File: config.mk
export PLATFORM = sky130hd
export DESIGN_NAME = multicart_bank_mapper_flat
export DESIGN_NICKNAME = d
export VERILOG_FILES = /design/src/design/mbm_pkg.sv /design/src/design/mbm_channels.sv /design/src/design/mbm_xlate.sv /design/src/design/multicart_bank_mapper.sv /design/src/flat_wrapper.sv
export VERILOG_INCLUDE_DIRS = /design/src /design/src/design
export SDC_FILE = /design/constraint.sdc
export NUM_CORES = 1
export LEC_CHECK = 0
export ABC_AREA = 1
export BUFFER_PORTS_ARGS = -buffer_cell sky130_fd_sc_hd__buf_2
export CAP_MARGIN = 30
export CORE_UTILIZATION = 40
export DETAILED_ROUTE_END_ITERATION = 8
export GPL_TIMING_DRIVEN = 0
export PLACE_DENSITY = 0.62
export SKIP_CTS_REPAIR_TIMING = 1
export SYNTH_ARGS = -nofsm -noshare
export SYNTH_HDL_FRONTEND = slang
export SYNTH_HIERARCHICAL = 1
export SYNTH_SLANG_ARGS = --single-unit
File: constraint.sdc
create_clock -name clock -period 2.25 [get_ports clock]
set_input_delay 0.225 -clock clock [delete_from_list [all_inputs] [get_ports clock]]
set_output_delay 0.225 -clock clock [all_outputs]
set_load 0.02 [all_outputs]
File: src/design/multicart_bank_mapper_assert.svh
// assertion macros for the multicart bank mapper
// included by the top level, no other dependencies
`ifndef MULTICART_BANK_MAPPER_ASSERT_SVH
`define MULTICART_BANK_MAPPER_ASSERT_SVH

`ifndef SYNTHESIS
// checked every rising clock edge, off while reset is high
`define MBM_ASSERT(label, clk, rst, prop) \
   label: assert property (@(posedge clk) disable iff (rst) prop) \
      else $error("mapper assertion failed");
// checked every rising clock edge, also during reset
`define MBM_ASSERT_ALWAYS(label, clk, prop) \
   label: assert property (@(posedge clk) prop) \
      else $error("mapper assertion failed");
`else
`define MBM_ASSERT(label, clk, rst, prop)
`define MBM_ASSERT_ALWAYS(label, clk, prop)
`endif

`endif

File: src/design/mbm_pkg.sv
// shared types and constants for the multicart bank mapper
// no dependencies
`default_nettype none

package mbm_pkg;

   localparam int PRG_ADDRESS_BITS_DEFAULT = 22;
   localparam int OFFSET_WIDTH = 22;
   localparam int CFG_WIDTH = 9;
   localparam logic [CFG_WIDTH-1:0] PRG_BANKS_RESET = 9'd64;

   typedef enum logic [1:0] {
      FUNC_WRITE = 2'd0,
      FUNC_READ  = 2'd1,
      FUNC_PPU   = 2'd2,
      FUNC_RESET = 2'd3
   } func_type;

   typedef struct packed {
      func_type    func;
      logic [15:0] address;
      logic [7:0]  write_data;
      logic        hard_reset;
   } req_payload_type;

   typedef struct packed {
      logic [OFFSET_WIDTH-1:0] prg_offset;
      logic                    open_bus;
      logic                    nametable_page;
      logic                    chr_writable;
      logic                    unrom_active;
   } rsp_payload_type;

   typedef struct packed {
      logic [15:0] latched_address;
      logic [7:0]  latched_data;
      logic        unrom_mode;
   } mapper_state_type;

endpackage

`default_nettype wire

File: src/design/mbm_channels.sv
// valid/ready channel interfaces for request and response transactions
// depends on mbm_pkg
`default_nettype none

interface mbm_req_if import mbm_pkg::*; ();
   logic        valid;
   logic        ready;
   func_type    func;
   logic [15:0] address;
   logic [7:0]  write_data;
   logic        hard_reset;

   modport source (output valid, func, address, write_data, hard_reset, input ready);
   modport sink   (input valid, func, address, write_data, hard_reset, output ready);
endinterface

interface mbm_rsp_if import mbm_pkg::*; ();
   logic                    valid;
   logic                    ready;
   logic [OFFSET_WIDTH-1:0] prg_offset;
   logic                    open_bus;
   logic                    nametable_page;
   logic                    chr_writable;
   logic                    unrom_active;

   modport source (output valid, prg_offset, open_bus, nametable_page, chr_writable,
                   unrom_active, input ready);
   modport sink   (input valid, prg_offset, open_bus, nametable_page, chr_writable,
                   unrom_active, output ready);
endinterface

`default_nettype wire

File: src/design/mbm_xlate.sv
// address translation and next-state logic for one transaction
// depends on mbm_pkg
`default_nettype none

module mbm_xlate import mbm_pkg::*; #(
   parameter int PRG_ADDRESS_BITS = PRG_ADDRESS_BITS_DEFAULT
) (
   input  wire req_payload_type  req,
   input  wire mapper_state_type state_cur,
   input  wire [CFG_WIDTH-1:0]   prg_banks_16k,
   output mapper_state_type      state_nxt,
   output rsp_payload_type       rsp
);

   localparam int MASK_BITS = (PRG_ADDRESS_BITS > OFFSET_WIDTH) ? OFFSET_WIDTH
                                                                : PRG_ADDRESS_BITS;
   localparam logic [OFFSET_WIDTH-1:0] OFFSET_MASK =
      {OFFSET_WIDTH{1'b1}} >> (OFFSET_WIDTH - MASK_BITS);

   logic [6:0]              outer;
   logic [7:0]              half_banks;
   logic [7:0]              unrom_bank;
   logic [2:0]              inner;
   logic [OFFSET_WIDTH-1:0] offset;
   logic                    beyond;
   logic                    page;

   always_comb begin
      // 32K bank from latched A4..A0 and A9..A8
      outer = {state_cur.latched_address[9:8], state_cur.latched_address[4:0]};
      half_banks = prg_banks_16k[CFG_WIDTH-1:1];
      beyond = ({1'b0, outer} >= half_banks);
      inner = req.address[14] ? 3'd7 : state_cur.latched_data[2:0];
      unrom_bank = {prg_banks_16k[7:6], 3'b000, inner};

      if (state_cur.unrom_mode) begin
         offset = {unrom_bank, req.address[13:0]};
      end else if (state_cur.latched_address[11]) begin
         // nrom-128: one 16K half mirrored into both cpu halves
         offset = {outer, state_cur.latched_address[12], req.address[13:0]};
      end else begin
         offset = {outer, req.address[14:0]};
      end

      if (state_cur.unrom_mode) begin
         page = req.address[10];
      end else if (state_cur.latched_address[10]) begin
         page = 1'b0;
      end else if (state_cur.latched_address[13]) begin
         page = req.address[11];
      end else begin
         page = req.address[10];
      end

      state_nxt = state_cur;
      rsp.prg_offset = '0;
      rsp.open_bus = 1'b0;
      rsp.nametable_page = 1'b0;

      case (req.func)
         FUNC_WRITE: begin
            if (req.address[15]) begin
               state_nxt.latched_address = req.address;
               state_nxt.latched_data = req.write_data;
            end
         end
         FUNC_READ: begin
            if (req.address[15]) begin
               if (!state_cur.unrom_mode && beyond) begin
                  rsp.open_bus = 1'b1;
               end else begin
                  rsp.prg_offset = offset & OFFSET_MASK;
               end
            end
         end
         FUNC_PPU: begin
            rsp.nametable_page = page;
         end
         FUNC_RESET: begin
            // second chip present: set or toggle the unrom game
            if (prg_banks_16k[3]) begin
               state_nxt.unrom_mode = req.hard_reset ? 1'b1 : ~state_cur.unrom_mode;
            end
            state_nxt.latched_address = '0;
            state_nxt.latched_data = '0;
         end
         default: begin
            state_nxt = state_cur;
         end
      endcase

      rsp.chr_writable = ~(~state_nxt.unrom_mode & ~state_nxt.latched_address[10]
                           & state_nxt.latched_address[13]);
      rsp.unrom_active = state_nxt.unrom_mode;
   end

endmodule

`default_nettype wire

File: src/design/multicart_bank_mapper.sv
// a request transaction passes the input stage, then the result register, to the response
// throughput: one transaction per cycle unless rsp stalls, set by the single reg-to-reg translate
// reset: synchronous, active high; clears latch, unrom mode and both pipeline stages,
// and sets prg_banks_16k to 64
// depends on mbm_pkg, mbm_channels, mbm_xlate and the assertion header
`default_nettype none

`include "multicart_bank_mapper_assert.svh"

module multicart_bank_mapper import mbm_pkg::*; #(
   parameter int PRG_ADDRESS_BITS = PRG_ADDRESS_BITS_DEFAULT
) (
   input  wire                 clock,
   input  wire                 reset,
   mbm_req_if.sink             req_if,
   mbm_rsp_if.source           rsp_if,
   input  wire                 csr_write_enable,
   input  wire [CFG_WIDTH-1:0] csr_write_data
);

   // input stage
   logic            s1_valid_ff, s1_valid_in;
   req_payload_type s1_payload_ff;

   // result stage
   logic            rsp_valid_ff, rsp_valid_in;
   rsp_payload_type rsp_payload_ff;

   // mapper state and size register
   mapper_state_type state_ff;
   logic [CFG_WIDTH-1:0] prg_banks_ff;

   mapper_state_type state_in;
   rsp_payload_type  rsp_result;

   logic rsp_load;    // result register free this cycle
   logic s1_advance;  // transaction moves from input stage to result stage
   logic req_take;    // request transaction accepted

   assign rsp_load = ~rsp_valid_ff | rsp_if.ready;
   assign s1_advance = s1_valid_ff & rsp_load;
   // input stage can take a new transaction while the result waits, as long as it drains
   assign req_if.ready = ~s1_valid_ff | rsp_load;
   assign req_take = req_if.valid & req_if.ready;

   assign s1_valid_in = req_take | (s1_valid_ff & ~s1_advance);
   assign rsp_valid_in = s1_advance | (rsp_valid_ff & ~rsp_if.ready);

   // translate: short logic between the input and the result register
   mbm_xlate #(
      .PRG_ADDRESS_BITS (PRG_ADDRESS_BITS)
   ) u_xlate (
      .req           (s1_payload_ff),
      .state_cur     (state_ff),
      .prg_banks_16k (prg_banks_ff),
      .state_nxt     (state_in),
      .rsp           (rsp_result)
   );

   always_ff @(posedge clock) begin
      if (reset) begin
         s1_valid_ff  <= 1'b0;
         rsp_valid_ff <= 1'b0;
         state_ff     <= '0;
         prg_banks_ff <= PRG_BANKS_RESET;
      end else begin
         s1_valid_ff  <= s1_valid_in;
         rsp_valid_ff <= rsp_valid_in;
         // state commits as the transaction leaves the input stage, so order is kept
         if (s1_advance) begin
            state_ff <= state_in;
         end
         if (csr_write_enable) begin
            prg_banks_ff <= csr_write_data;
         end
      end
   end

   // payload registers, no reset needed
   always_ff @(posedge clock) begin
      if (req_take) begin
         s1_payload_ff.func       <= req_if.func;
         s1_payload_ff.address    <= req_if.address;
         s1_payload_ff.write_data <= req_if.write_data;
         s1_payload_ff.hard_reset <= req_if.hard_reset;
      end
      if (s1_advance) begin
         rsp_payload_ff <= rsp_result;
      end
   end

   assign rsp_if.valid          = rsp_valid_ff;
   assign rsp_if.prg_offset     = rsp_payload_ff.prg_offset;
   assign rsp_if.open_bus       = rsp_payload_ff.open_bus;
   assign rsp_if.nametable_page = rsp_payload_ff.nametable_page;
   assign rsp_if.chr_writable   = rsp_payload_ff.chr_writable;
   assign rsp_if.unrom_active   = rsp_payload_ff.unrom_active;

   // open bus only ever comes from a multicart-mode read, which never has an offset
   `MBM_ASSERT(a_open_bus_multi, clock, reset, rsp_valid_ff && rsp_payload_ff.open_bus |-> !rsp_payload_ff.unrom_active && rsp_payload_ff.prg_offset == '0)
   // a stalled input stage keeps its transaction
   `MBM_ASSERT(a_s1_holds, clock, reset, s1_valid_ff && !s1_advance |=> s1_valid_ff)
   // outside system reset, the mode only changes through a reset transaction
   `MBM_ASSERT(a_mode_by_reset, clock, reset, !$stable(state_ff.unrom_mode) && $past(!reset) |-> $past(s1_advance && s1_payload_ff.func == FUNC_RESET))

endmodule

`default_nettype wire
File: src/flat_wrapper.sv
// flat-port wrapper written by rule: the top's interface ports become plain ports
module multicart_bank_mapper_flat import mbm_pkg::*;
#(
   parameter int PRG_ADDRESS_BITS = PRG_ADDRESS_BITS_DEFAULT
)
  (clock, reset, csr_write_enable, csr_write_data, req_if_valid, req_if_func, req_if_address, req_if_write_data, req_if_hard_reset, req_if_ready, rsp_if_valid, rsp_if_prg_offset, rsp_if_open_bus, rsp_if_nametable_page, rsp_if_chr_writable, rsp_if_unrom_active, rsp_if_ready);
  mbm_req_if req_if_i ();
  mbm_rsp_if rsp_if_i ();
  input  wire clock;
  input  wire reset;
  input  wire csr_write_enable;
  input  wire [CFG_WIDTH-1:0] csr_write_data;
  input wire logic [$bits(req_if_i.valid)-1:0] req_if_valid;
  input wire logic [$bits(req_if_i.func)-1:0] req_if_func;
  input wire logic [$bits(req_if_i.address)-1:0] req_if_address;
  input wire logic [$bits(req_if_i.write_data)-1:0] req_if_write_data;
  input wire logic [$bits(req_if_i.hard_reset)-1:0] req_if_hard_reset;
  output wire logic [$bits(req_if_i.ready)-1:0] req_if_ready;
  output wire logic [$bits(rsp_if_i.valid)-1:0] rsp_if_valid;
  output wire logic [$bits(rsp_if_i.prg_offset)-1:0] rsp_if_prg_offset;
  output wire logic [$bits(rsp_if_i.open_bus)-1:0] rsp_if_open_bus;
  output wire logic [$bits(rsp_if_i.nametable_page)-1:0] rsp_if_nametable_page;
  output wire logic [$bits(rsp_if_i.chr_writable)-1:0] rsp_if_chr_writable;
  output wire logic [$bits(rsp_if_i.unrom_active)-1:0] rsp_if_unrom_active;
  input wire logic [$bits(rsp_if_i.ready)-1:0] rsp_if_ready;
  assign req_if_i.valid = req_if_valid;
  assign req_if_i.func = req_if_func;
  assign req_if_i.address = req_if_address;
  assign req_if_i.write_data = req_if_write_data;
  assign req_if_i.hard_reset = req_if_hard_reset;
  assign req_if_ready = req_if_i.ready;
  assign rsp_if_valid = rsp_if_i.valid;
  assign rsp_if_prg_offset = rsp_if_i.prg_offset;
  assign rsp_if_open_bus = rsp_if_i.open_bus;
  assign rsp_if_nametable_page = rsp_if_i.nametable_page;
  assign rsp_if_chr_writable = rsp_if_i.chr_writable;
  assign rsp_if_unrom_active = rsp_if_i.unrom_active;
  assign rsp_if_i.ready = rsp_if_ready;
  multicart_bank_mapper #(.PRG_ADDRESS_BITS(PRG_ADDRESS_BITS)) u_core (.clock(clock), .reset(reset), .req_if(req_if_i), .rsp_if(rsp_if_i), .csr_write_enable(csr_write_enable), .csr_write_data(csr_write_data));
endmodule
==> metrics.csv, run 1 <==
metric,value,unit
critPathMaxStageDelay,0.39,ns
critPathMaxFanout,7,
die_h,96.98,um
cts_tree,yes,
path_cells,inv_1 > ha_1 > inv_2 > nand2_1 > buf_2 > o21ai_0 > inv_1 > nand3_1 > nand2_1 > nor2_1,
diodes,0,
clockBufferDepth,2,
finalSetupViolCount,0,
place.gp.congestion,0.8193,
worstHoldEndpoint,u_core/s1_payload_ff[16],
max_freq,558.9,MHz
hpwlAfterDp,5.559,mm
path_clk_slew,0.09,ns
overflow,0,
drt_iter0_markers,148,
syn_to_final_growth,17.93,%
r2r_end,u_core/state_ff[11],
netlist_area,3608,um2
mostFrequentLayoutCells,"nand2_1 (72), buf_2 (69), inv_1 (53), edfxtp_1 (48), nor2_1 (44)",
regArea,1942,um2
min_from,req_if_address[7],
core_area,8721,um2
worstSetupPathType,register to register,
worst_path_max_delay_cell,ha_1,
start_kind,register,
via_per_inst,4.729,
numCtsBuffers,9,
max-cap-violations,0,
fin_cells,582,
dp_slack,0.4651,ns
grt_setup_unrepaired,false,
fin_ws,0.4608,ns
synth_nets,449,
tns,0,ns
nFillCells,852,
fin_worst_skew,0.01452,ns
synth_warnings,6,
cp.buffers_inverters,4,
clkSinkCount,73,
wl,7.572,mm
cp_data_arrival_time,2.09,ns
track_usage,0.1691,
grt_max_degree,27,
holdPathStages,1,
min_path_type,input pin to register,
path_delay_family,buffers and inverters,
fin_crit,1.789,ns
status,"complete, no violations",
io_buffers,61,
vdd_drop_max,0.2928,mV
r2r_start,u_core/s1_payload_ff[25],
num_vias,2752,
critPathLaunch,u_core/s1_payload_ff[25],
die_w,96.98,um
reg2reg_slack,0.46,ns
tightest_slew,0.8990,ns
final_antenna_net_count,0,
antenna_found_initial,0,
first_pass_iters,4,
final_nets,521,
grt_pass1_vias,2649,
post-place-cells,566,
endpoint_kind,register,
cts-root-buf,clkbuf_8,
mostFrequentLayoutCell,nand2_1,
drc,0,
fin_crit_sh,0.7952,
finalHoldViolCount,0,
post_drt_wl_per_cell,13.01,um
cts_max_level,3,
syn_avg_cell_area,9.089,um2
grt_pass1_wl,12.50,mm
synth_cells,397,
dieArea,9405,um2
initial_utilization,0.4138,
clkLatencyLatePin,0.36,ns
maxSlewViolCount,0,
required,2.55,ns
io_pins,69,
worst_slew_margin_rel,0.4000,
ff2ff_path_depth,10,
leakagePower,1.883,nW
powerDensity,708.9,nW/um2
fp-row-count,34,
multi_input_area,1251,um2
final_layout_size_suffix_gt1_frac,0.2806,
==> through the flow <==
stage	hold WS [ns]	instance area (um2)	power (mW)	util
after floorplan	0.2941	3612	1.896	-
after global placement	0.4013	4053	2.017	0.4647
after detailed placement	0.4031	4060	2.026	0.4656
after CTS	0.02386	4255	3.046	0.4879
after global routing	0.03077	4255	3.145	0.4879
final	0.03636	4255	3.016	0.4879
==> worst reg2reg max path, stage by stage, from the launching register on <==
cell and delay (ns):
edfxtp_1 0.38, inv_1 0.08, ha_1 0.39, inv_2 0.12
nand2_1 0.12, buf_2 0.18, o21ai_0 0.21, inv_1 0.06
nand3_1 0.08, nand2_1 0.05, nor2_1 0.07
==> report_power, final <==
part	switching (mW)	internal, mW	total [mW]
Sequential	0.0420	1.51	1.55
Combinational	0.279	0.167	0.446
Clock	0.513	0.509	1.02
Total	0.834	2.18	3.02
==> sequential cells by signal, indices dropped and copies added, names as in the netlist <==
| register | flops |
|---|---|
| u_core/rsp_if.open_bus | 1 |
| u_core/rsp_if.valid | 1 |
| u_core/rsp_if.chr_writable | 1 |
| u_core/prg_banks_ff | 8 |
| u_core/rsp_if.nametable_page | 1 |
| u_core/state_ff | 15 |
| u_core/rsp_if.unrom_active | 1 |
| u_core/s1_valid_ff | 1 |
| u_core/s1_payload_ff | 22 |
| u_core/rsp_if.prg_offset | 22 |
==> worst max path at each step <==
| stage | end | slack [ns] | cells after the start |
|---|---|---|---|
| 2_1_floorplan | u_core/rsp_if.chr_writable | 0.52 | 4 |
| 3_3_place_gp | u_core/rsp_if.prg_offset[8] | 0.06 | 4 |
| 3_5_place_dp | u_core/rsp_if.prg_offset[8] | 0.47 | 4 |
| 4_1_cts | u_core/rsp_if.open_bus | 0.44 | 4 |
| 5_1_grt | u_core/state_ff[10] | 0.27 | 10 |
| 6_report | u_core/state_ff[11] | 0.46 | 10 |
==> metal layers <==
metal  part of all wire  up-vias  wire [um]  global-route usage
li1                   -     1436          -                   -
met3              0.049        7        371             0.02890
met4              0.010        0         78             0.06889
met5                  0        -          0                   0
met2               0.47       56       3571              0.2687
met1               0.47     1253       3550              0.2293
==> cell type report <==
cell class / count / area share
multi-input combinational: 237 / 0.2940
clock inverter: 7 / 0.01676
timing repair buffer: 61 / 0.07174
clock buffer: 9 / 0.02911
buffer: 28 / 0.04822
inverter: 59 / 0.05204
tap: 108 / 0.03176
sequential: 73 / 0.4563
Note: power is estimated with default switching activity, not from simulation.
==> run 2, diff against run 1 <==
--- a/config.mk
+++ b/config.mk
@@ -6,13 +6,13 @@
 export SDC_FILE = /design/constraint.sdc
 export NUM_CORES = 1
 export LEC_CHECK = 0
-export ABC_AREA = 1
+export ABC_AREA = 0
 export BUFFER_PORTS_ARGS = -buffer_cell sky130_fd_sc_hd__buf_2
 export CAP_MARGIN = 30
 export CORE_UTILIZATION = 40
 export DETAILED_ROUTE_END_ITERATION = 8
 export GPL_TIMING_DRIVEN = 0
-export PLACE_DENSITY = 0.62
+export PLACE_DENSITY = 0.6
 export SKIP_CTS_REPAIR_TIMING = 1
 export SYNTH_ARGS = -nofsm -noshare
 export SYNTH_HDL_FRONTEND = slang
==> constraint.sdc (replaced) <==
create_clock -name clock -period 1.8 [get_ports clock]
set_input_delay 0.18 -clock clock [delete_from_list [all_inputs] [get_ports clock]]
set_output_delay 0.18 -clock clock [all_outputs]
set_load 0.02 [all_outputs]
==> metrics.csv, run 2 <==
metric,value,unit,change
initial_utilization,0.4115,,-0.002234
path_delay_family,simple AND/OR/NAND/NOR gates,,
fin_cells,492,,-15%
fin_worst_skew,0.01389,ns,-0.0006243 ns
ff2ff_path_depth,7,,-3
drt_iter0_markers,82,,-45%
postPlaceCellArea,3845,um2,-5.3%
endpoint_kind,register,,
hpwlAfterDp,4.958,mm,-11%
final_antenna_net_count,0,,unchanged
mostFrequentLayoutCell,buf_2,,
die_h,93.71,um,-3.4%
place.gp.congestion,0.7656,,-6.6%
die_w,93.71,um,-3.4%
worst_path_max_delay_cell,dfxtp_2,,
synth_warnings,6,,unchanged
num_vias,2400,,-13%
tightest_slew,0.6248,ns,-0.2742 ns
powerDensity,775.0,nW/um2,+9.3%
required,2.03,ns,-0.52 ns
via_per_inst,4.878,,+3.2%
final_nets,434,,-17%
overflow,0,,unchanged
synth_cells,271,,-32%
cts_max_level,3,,unchanged
worst_slew_margin_rel,0.5834,,+0.1834
grt_max_degree,32,,+19%
grt_setup_unrepaired,true,,
io_pins,69,,unchanged
cp_data_arrival_time,2.15,ns,+0.06 ns
met3_usage,0.04935,,+0.02045
wl,7.364,mm,-2.7%
vdd_drop_max,0.3325,mV,+14%
track_usage,0.1719,,+0.002788
path_clk_slew,0.08,ns,about the same
core_area,8175,um2,-6.3%
max-cap-violations,0,,unchanged
synth_nets,323,,-28%
post-place-cells,438,,-23%
dieArea,8782,um2,-6.6%
cts_tree,yes,,
clkSinkCount,73,,unchanged
r2r_start,u_core/state_ff[13],,
clkLatencyLatePin,0.35,ns,about the same
leakagePower,1.787,nW,-5.1%
fin_crit_sh,1.067,,+0.2717
syn_to_final_growth,34.55,%,
clockBufferDepth,2,,unchanged
nFillCells,715,,-16%
finalHoldViolCount,0,,unchanged
antenna_found_initial,0,,unchanged
maxSlewViolCount,0,,unchanged
drc,0,,unchanged
fp-row-count,33,,-2.9%
violations,setup timing,,
reg2reg_slack,-0.12,ns,-0.58 ns
finalSetupViolCount,30,,+30
first_pass_iters,4,,unchanged
worstHoldEndpoint,u_core/prg_banks_ff[6],,
syn_avg_cell_area,12.42,um2,+37%
grt.busiest_layer,met2,,
grt_pass1_wl,11.02,mm,-12%
min_path_type,input pin to register,,
start_kind,register,,
critPathMaxFanout,5,,-2
diodes,0,,unchanged
status,"complete, but fails checks",,
numCtsBuffers,9,,unchanged
grt.met2_usage,0.2731,,+0.004425
critPathMaxStageDelay,0.40,ns,about the same
grtUsageMet1,0.2214,,-0.007900
netlist_area,3364,um2,-6.8%
cp.buffers_inverters,1,,-3
worstSetupPathType,register to register,,
max_freq,520.7,MHz,-6.8%
cts-root-buf,clkbuf_8,,
grt_pass1_vias,2160,,-18%
post_drt_wl_per_cell,14.97,um,+15%
mostFrequentLayoutCells,"buf_2 (64), edfxtp_1 (48), nand2b_1 (30), a22o_1 (25)",,
min_from,csr_write_data[6],,
io_buffers,61,,unchanged
holdPathStages,2,,+1
path_cells,ha_4 > and4b_2 > o2bb2ai_2 > a31oi_1 > nor3b_4 > buf_4 > and2_4,,
final_layout_size_suffix_gt1_frac,0.3669,,+0.08633
design_area,4527,um2,+6.4%
fin_crit,1.920,ns,+0.1312 ns
r2r_end,u_core/rsp_if.prg_offset[17],,
fin_ws,-0.1204,ns,-0.5812 ns
-- run 2: worst max path at each step --
stage                                   from                      endpoint  cells past startpoint  slack [ns]
finish                   u_core/state_ff[13]  u_core/rsp_if.prg_offset[17]                      7       -0.12
global route             u_core/state_ff[13]  u_core/rsp_if.prg_offset[17]                      7       -0.20
global placement          u_core/state_ff[9]  u_core/rsp_if.prg_offset[14]                      8       -0.28
detailed placement        u_core/state_ff[9]  u_core/rsp_if.prg_offset[11]                      8       -0.30
CTS                       u_core/state_ff[9]  u_core/rsp_if.prg_offset[11]                      8       -0.33
floorplan           u_core/s1_payload_ff[25]    u_core/rsp_if.chr_writable                      7       0.005
-- run 2: cell type report --
cell class	instances	area, um2	area share
sequential	73	1963	0.4337
clock buffer	9	123.9	0.02736
clock inverter	7	51.30	0.01133
timing repair buffer	100	684.4	0.1512
buffer	23	142.6	0.03151
multi-input combinational	162	1381	0.3051
tap	105	131.4	0.02902
inverter	13	48.80	0.01078
-- run 2: per-stage QoR --
step / utilization / setup TNS, ns / power [mW] / worst slack, ns / hold WS, ns
final: 0.5537 / -1.614 / 3.508 / -0.1204 / 0.04665
after global routing: 0.5537 / -3.837 / 3.670 / -0.1952 / 0.03941
after CTS: 0.4917 / -5.558 / 3.456 / -0.3255 / -0.01920
after detailed placement: 0.4703 / -4.920 / 2.296 / -0.2991 / 0.3581
after global placement: 0.4669 / -5.219 / 2.282 / -0.2826 / 0.3581
after floorplan: - / 0 / 2.163 / 0.004636 / 0.2789
-- run 2: worst register-to-register path: stages (launching register included) --
cell and delay [ns]:
dfxtp_2 0.40, ha_4 0.22, and4b_2 0.28, o2bb2ai_2 0.13, a31oi_1 0.20, nor3b_4 0.29, buf_4 0.17, and2_4 0.13
-- run 2: per-layer routing --
metal	vias to the layer above	routed length [um]
met1	1152	3356
met5	-	0
li1	1189	-
met3	11	281
met2	48	3578
met4	0	146
-- run 2: power by group --
| group | switching [mW] | internal, mW | leakage [nW] |
|---|---|---|---|
| clock network | 0.651 | 0.512 | 0.0885 |
| registers | 0.0370 | 1.86 | 0.661 |
| logic | 0.225 | 0.227 | 1.04 |
| total | 0.913 | 2.60 | 1.79 |
==> run 3, diff against run 2 <==
==> constraint.sdc (replaced) <==
create_clock -name clock -period 1.8 [get_ports clock]
set_input_delay 0.36 -clock clock [delete_from_list [all_inputs] [get_ports clock]]
set_output_delay 0.36 -clock clock [all_outputs]
set_load 0.1 [all_outputs]
==> metrics.csv, run 3 (same netlist as run 2, synthesis figures left out) <==
metric,value,unit,change
status,"complete, but fails checks",,
violations,setup timing,,
final_layout_size_suffix_gt1_frac,0.4100,,+0.04305
clockBufferDepth,2,,unchanged
worstSetupPathType,register to register,,
critPathMaxFanout,5,,unchanged
die_w,93.71,um,unchanged
syn_to_final_growth,30.53,%,
fin_ws,-0.06969,ns,+0.05067 ns
regArea,1967,um2,+0.19%
via_per_inst,4.918,,+0.83%
numCtsBuffers,9,,unchanged
drt_iter0_markers,92,,+12%
nFillCells,718,,+0.42%
final_nets,408,,-6.0%
post_drt_wl_per_cell,15.28,um,+2.1%
clkSinkCount,73,,unchanged
required,2.01,ns,-0.02 ns
tightest_slew,0.6397,ns,+0.01483 ns
cts_tree,yes,,
start_kind,register,,
holdPathStages,1,,-1
num_vias,2292,,-4.5%
path_clk_slew,0.07,ns,about the same
max_freq,534.8,MHz,+2.7%
final_antenna_net_count,0,,unchanged
mostFrequentLayoutCells,"buf_2 (66), edfxtp_1 (48), nand2b_1 (30), a22o_1 (25), mux2i_1 (22)",,
cts-root-buf,clkbuf_8,,
mostFrequentLayoutCell,buf_2,,
core_area,8175,um2,unchanged
track_usage,0.1660,,-0.005898
grt_pass1_wl,10.52,mm,-4.5%
first_pass_iters,4,,unchanged
endpoint_kind,register,,
powerDensity,936.8,nW/um2,+21%
fin_worst_skew,0.005266,ns,-0.008627 ns
clkLatencyLatePin,0.34,ns,about the same
path_cells,ha_4 > and4b_2 > buf_4 > a311oi_4 > buf_6 > buf_6 > and2_1,,
fin_crit,1.870,ns,-0.05067 ns
finalHoldViolCount,0,,unchanged
grt_pass1_vias,2064,,-4.4%
path_depth,7,,unchanged
finalSetupViolCount,18,,-40%
hpwlAfterDp,4.885,mm,-1.5%
vdd_drop_max,0.4622,mV,+39%
diodes,0,,unchanged
io_pins,69,,unchanged
antenna_found_initial,0,,unchanged
drc,0,,unchanged
multi_input_area,1424,um2,+3.1%
die_h,93.71,um,unchanged
dp_slack,-0.3486,ns,-0.04949 ns
initial_utilization,0.4115,,unchanged
fin_crit_sh,1.039,,-0.02815
place.gp.congestion,0.7825,,+2.2%
post-place-cells,438,,unchanged
fin_cells,466,,-5.3%
fp-row-count,33,,unchanged
ff2ff_path_depth,7,,unchanged
leakagePower,1.730,nW,-3.2%
grt_max_degree,32,,unchanged
worst_path_max_delay_cell,dfxtp_4,,
dieArea,8782,um2,unchanged
critPathMaxStageDelay,0.38,ns,-0.02 ns
grt_setup_unrepaired,true,,
path_delay_family,buffers and inverters,,
io_buffers,61,,unchanged
overflow,0,,unchanged
min_path_type,input pin to register,,
critical_path.most_common_cell,buf_6,,
tns,-0.8283,ns,+0.7857 ns
cp.buffers_inverters,3,,+2
max-cap-violations,0,,unchanged
maxSlewViolCount,0,,unchanged
worst_slew_margin_rel,0.5735,,-0.009889
wl,7.119,mm,-3.3%
cts_max_level,3,,unchanged
cp_data_arrival_time,2.08,ns,-0.07 ns
power,4.114,mW,+17%
run 3: cell count changes in the layout (fill, tap and decap cells not counted), moves of 4 or more:
| cell | change |
|---|---|
| dlygate4sd3_1 | -22 |
| buf_4 | -4 |
| bufinv_16 | +4 |
| inv_6 | -4 |
run 3: path summary, 6_finish.rpt:
check	start	to	slack [ns]
worst max-delay path	u_core/state_ff[17]	u_core/rsp_if.prg_offset[12]	-0.07
worst max register to register	u_core/state_ff[17]	u_core/rsp_if.prg_offset[12]	-0.07
worst min-delay path	req_if_address[5]	u_core/s1_payload_ff[14]	0.19
worst min register to register	u_core/state_ff[0]	u_core/state_ff[0]	0.47
run 3: per-layer routing:
metal	track usage	vias up	part of all wire
met5	0	-	0
li1	-	1133	-
met2	0.2543	55	0.48
met3	0.05906	4	0.050
met1	0.2192	1100	0.46
met4	0.05128	0	0.0076
run 3: through the flow:
step | instance area (um2) | hold WS, ns | util
global route | 4392 | 0.1576 | 0.5372
CTS | 4105 | 0.1721 | 0.5021
detailed placement | 3849 | 0.4620 | 0.4708
global placement | 3821 | 0.4569 | 0.4674
finish | 4392 | 0.1907 | 0.5372
floorplan | 3385 | 0.4450 | -
run 3: power by group:
group | internal [mW] | total (mW) | switching (mW) | leakage [nW]
Clock | 1.05 | 1.64 | 0.587 | 0.128
Combinational | 0.191 | 0.583 | 0.392 | 0.939
Sequential | 1.86 | 1.90 | 0.0371 | 0.662
run 3: final cells by class:
class                      count  area share
sequential                    73      0.4479
multi-input combinational    162      0.3242
timing repair buffer          75      0.1006
clock inverter                 7     0.03020
tap                          105     0.02991
clock buffer                   9     0.02821
buffer                        22     0.02792
inverter                      13     0.01111
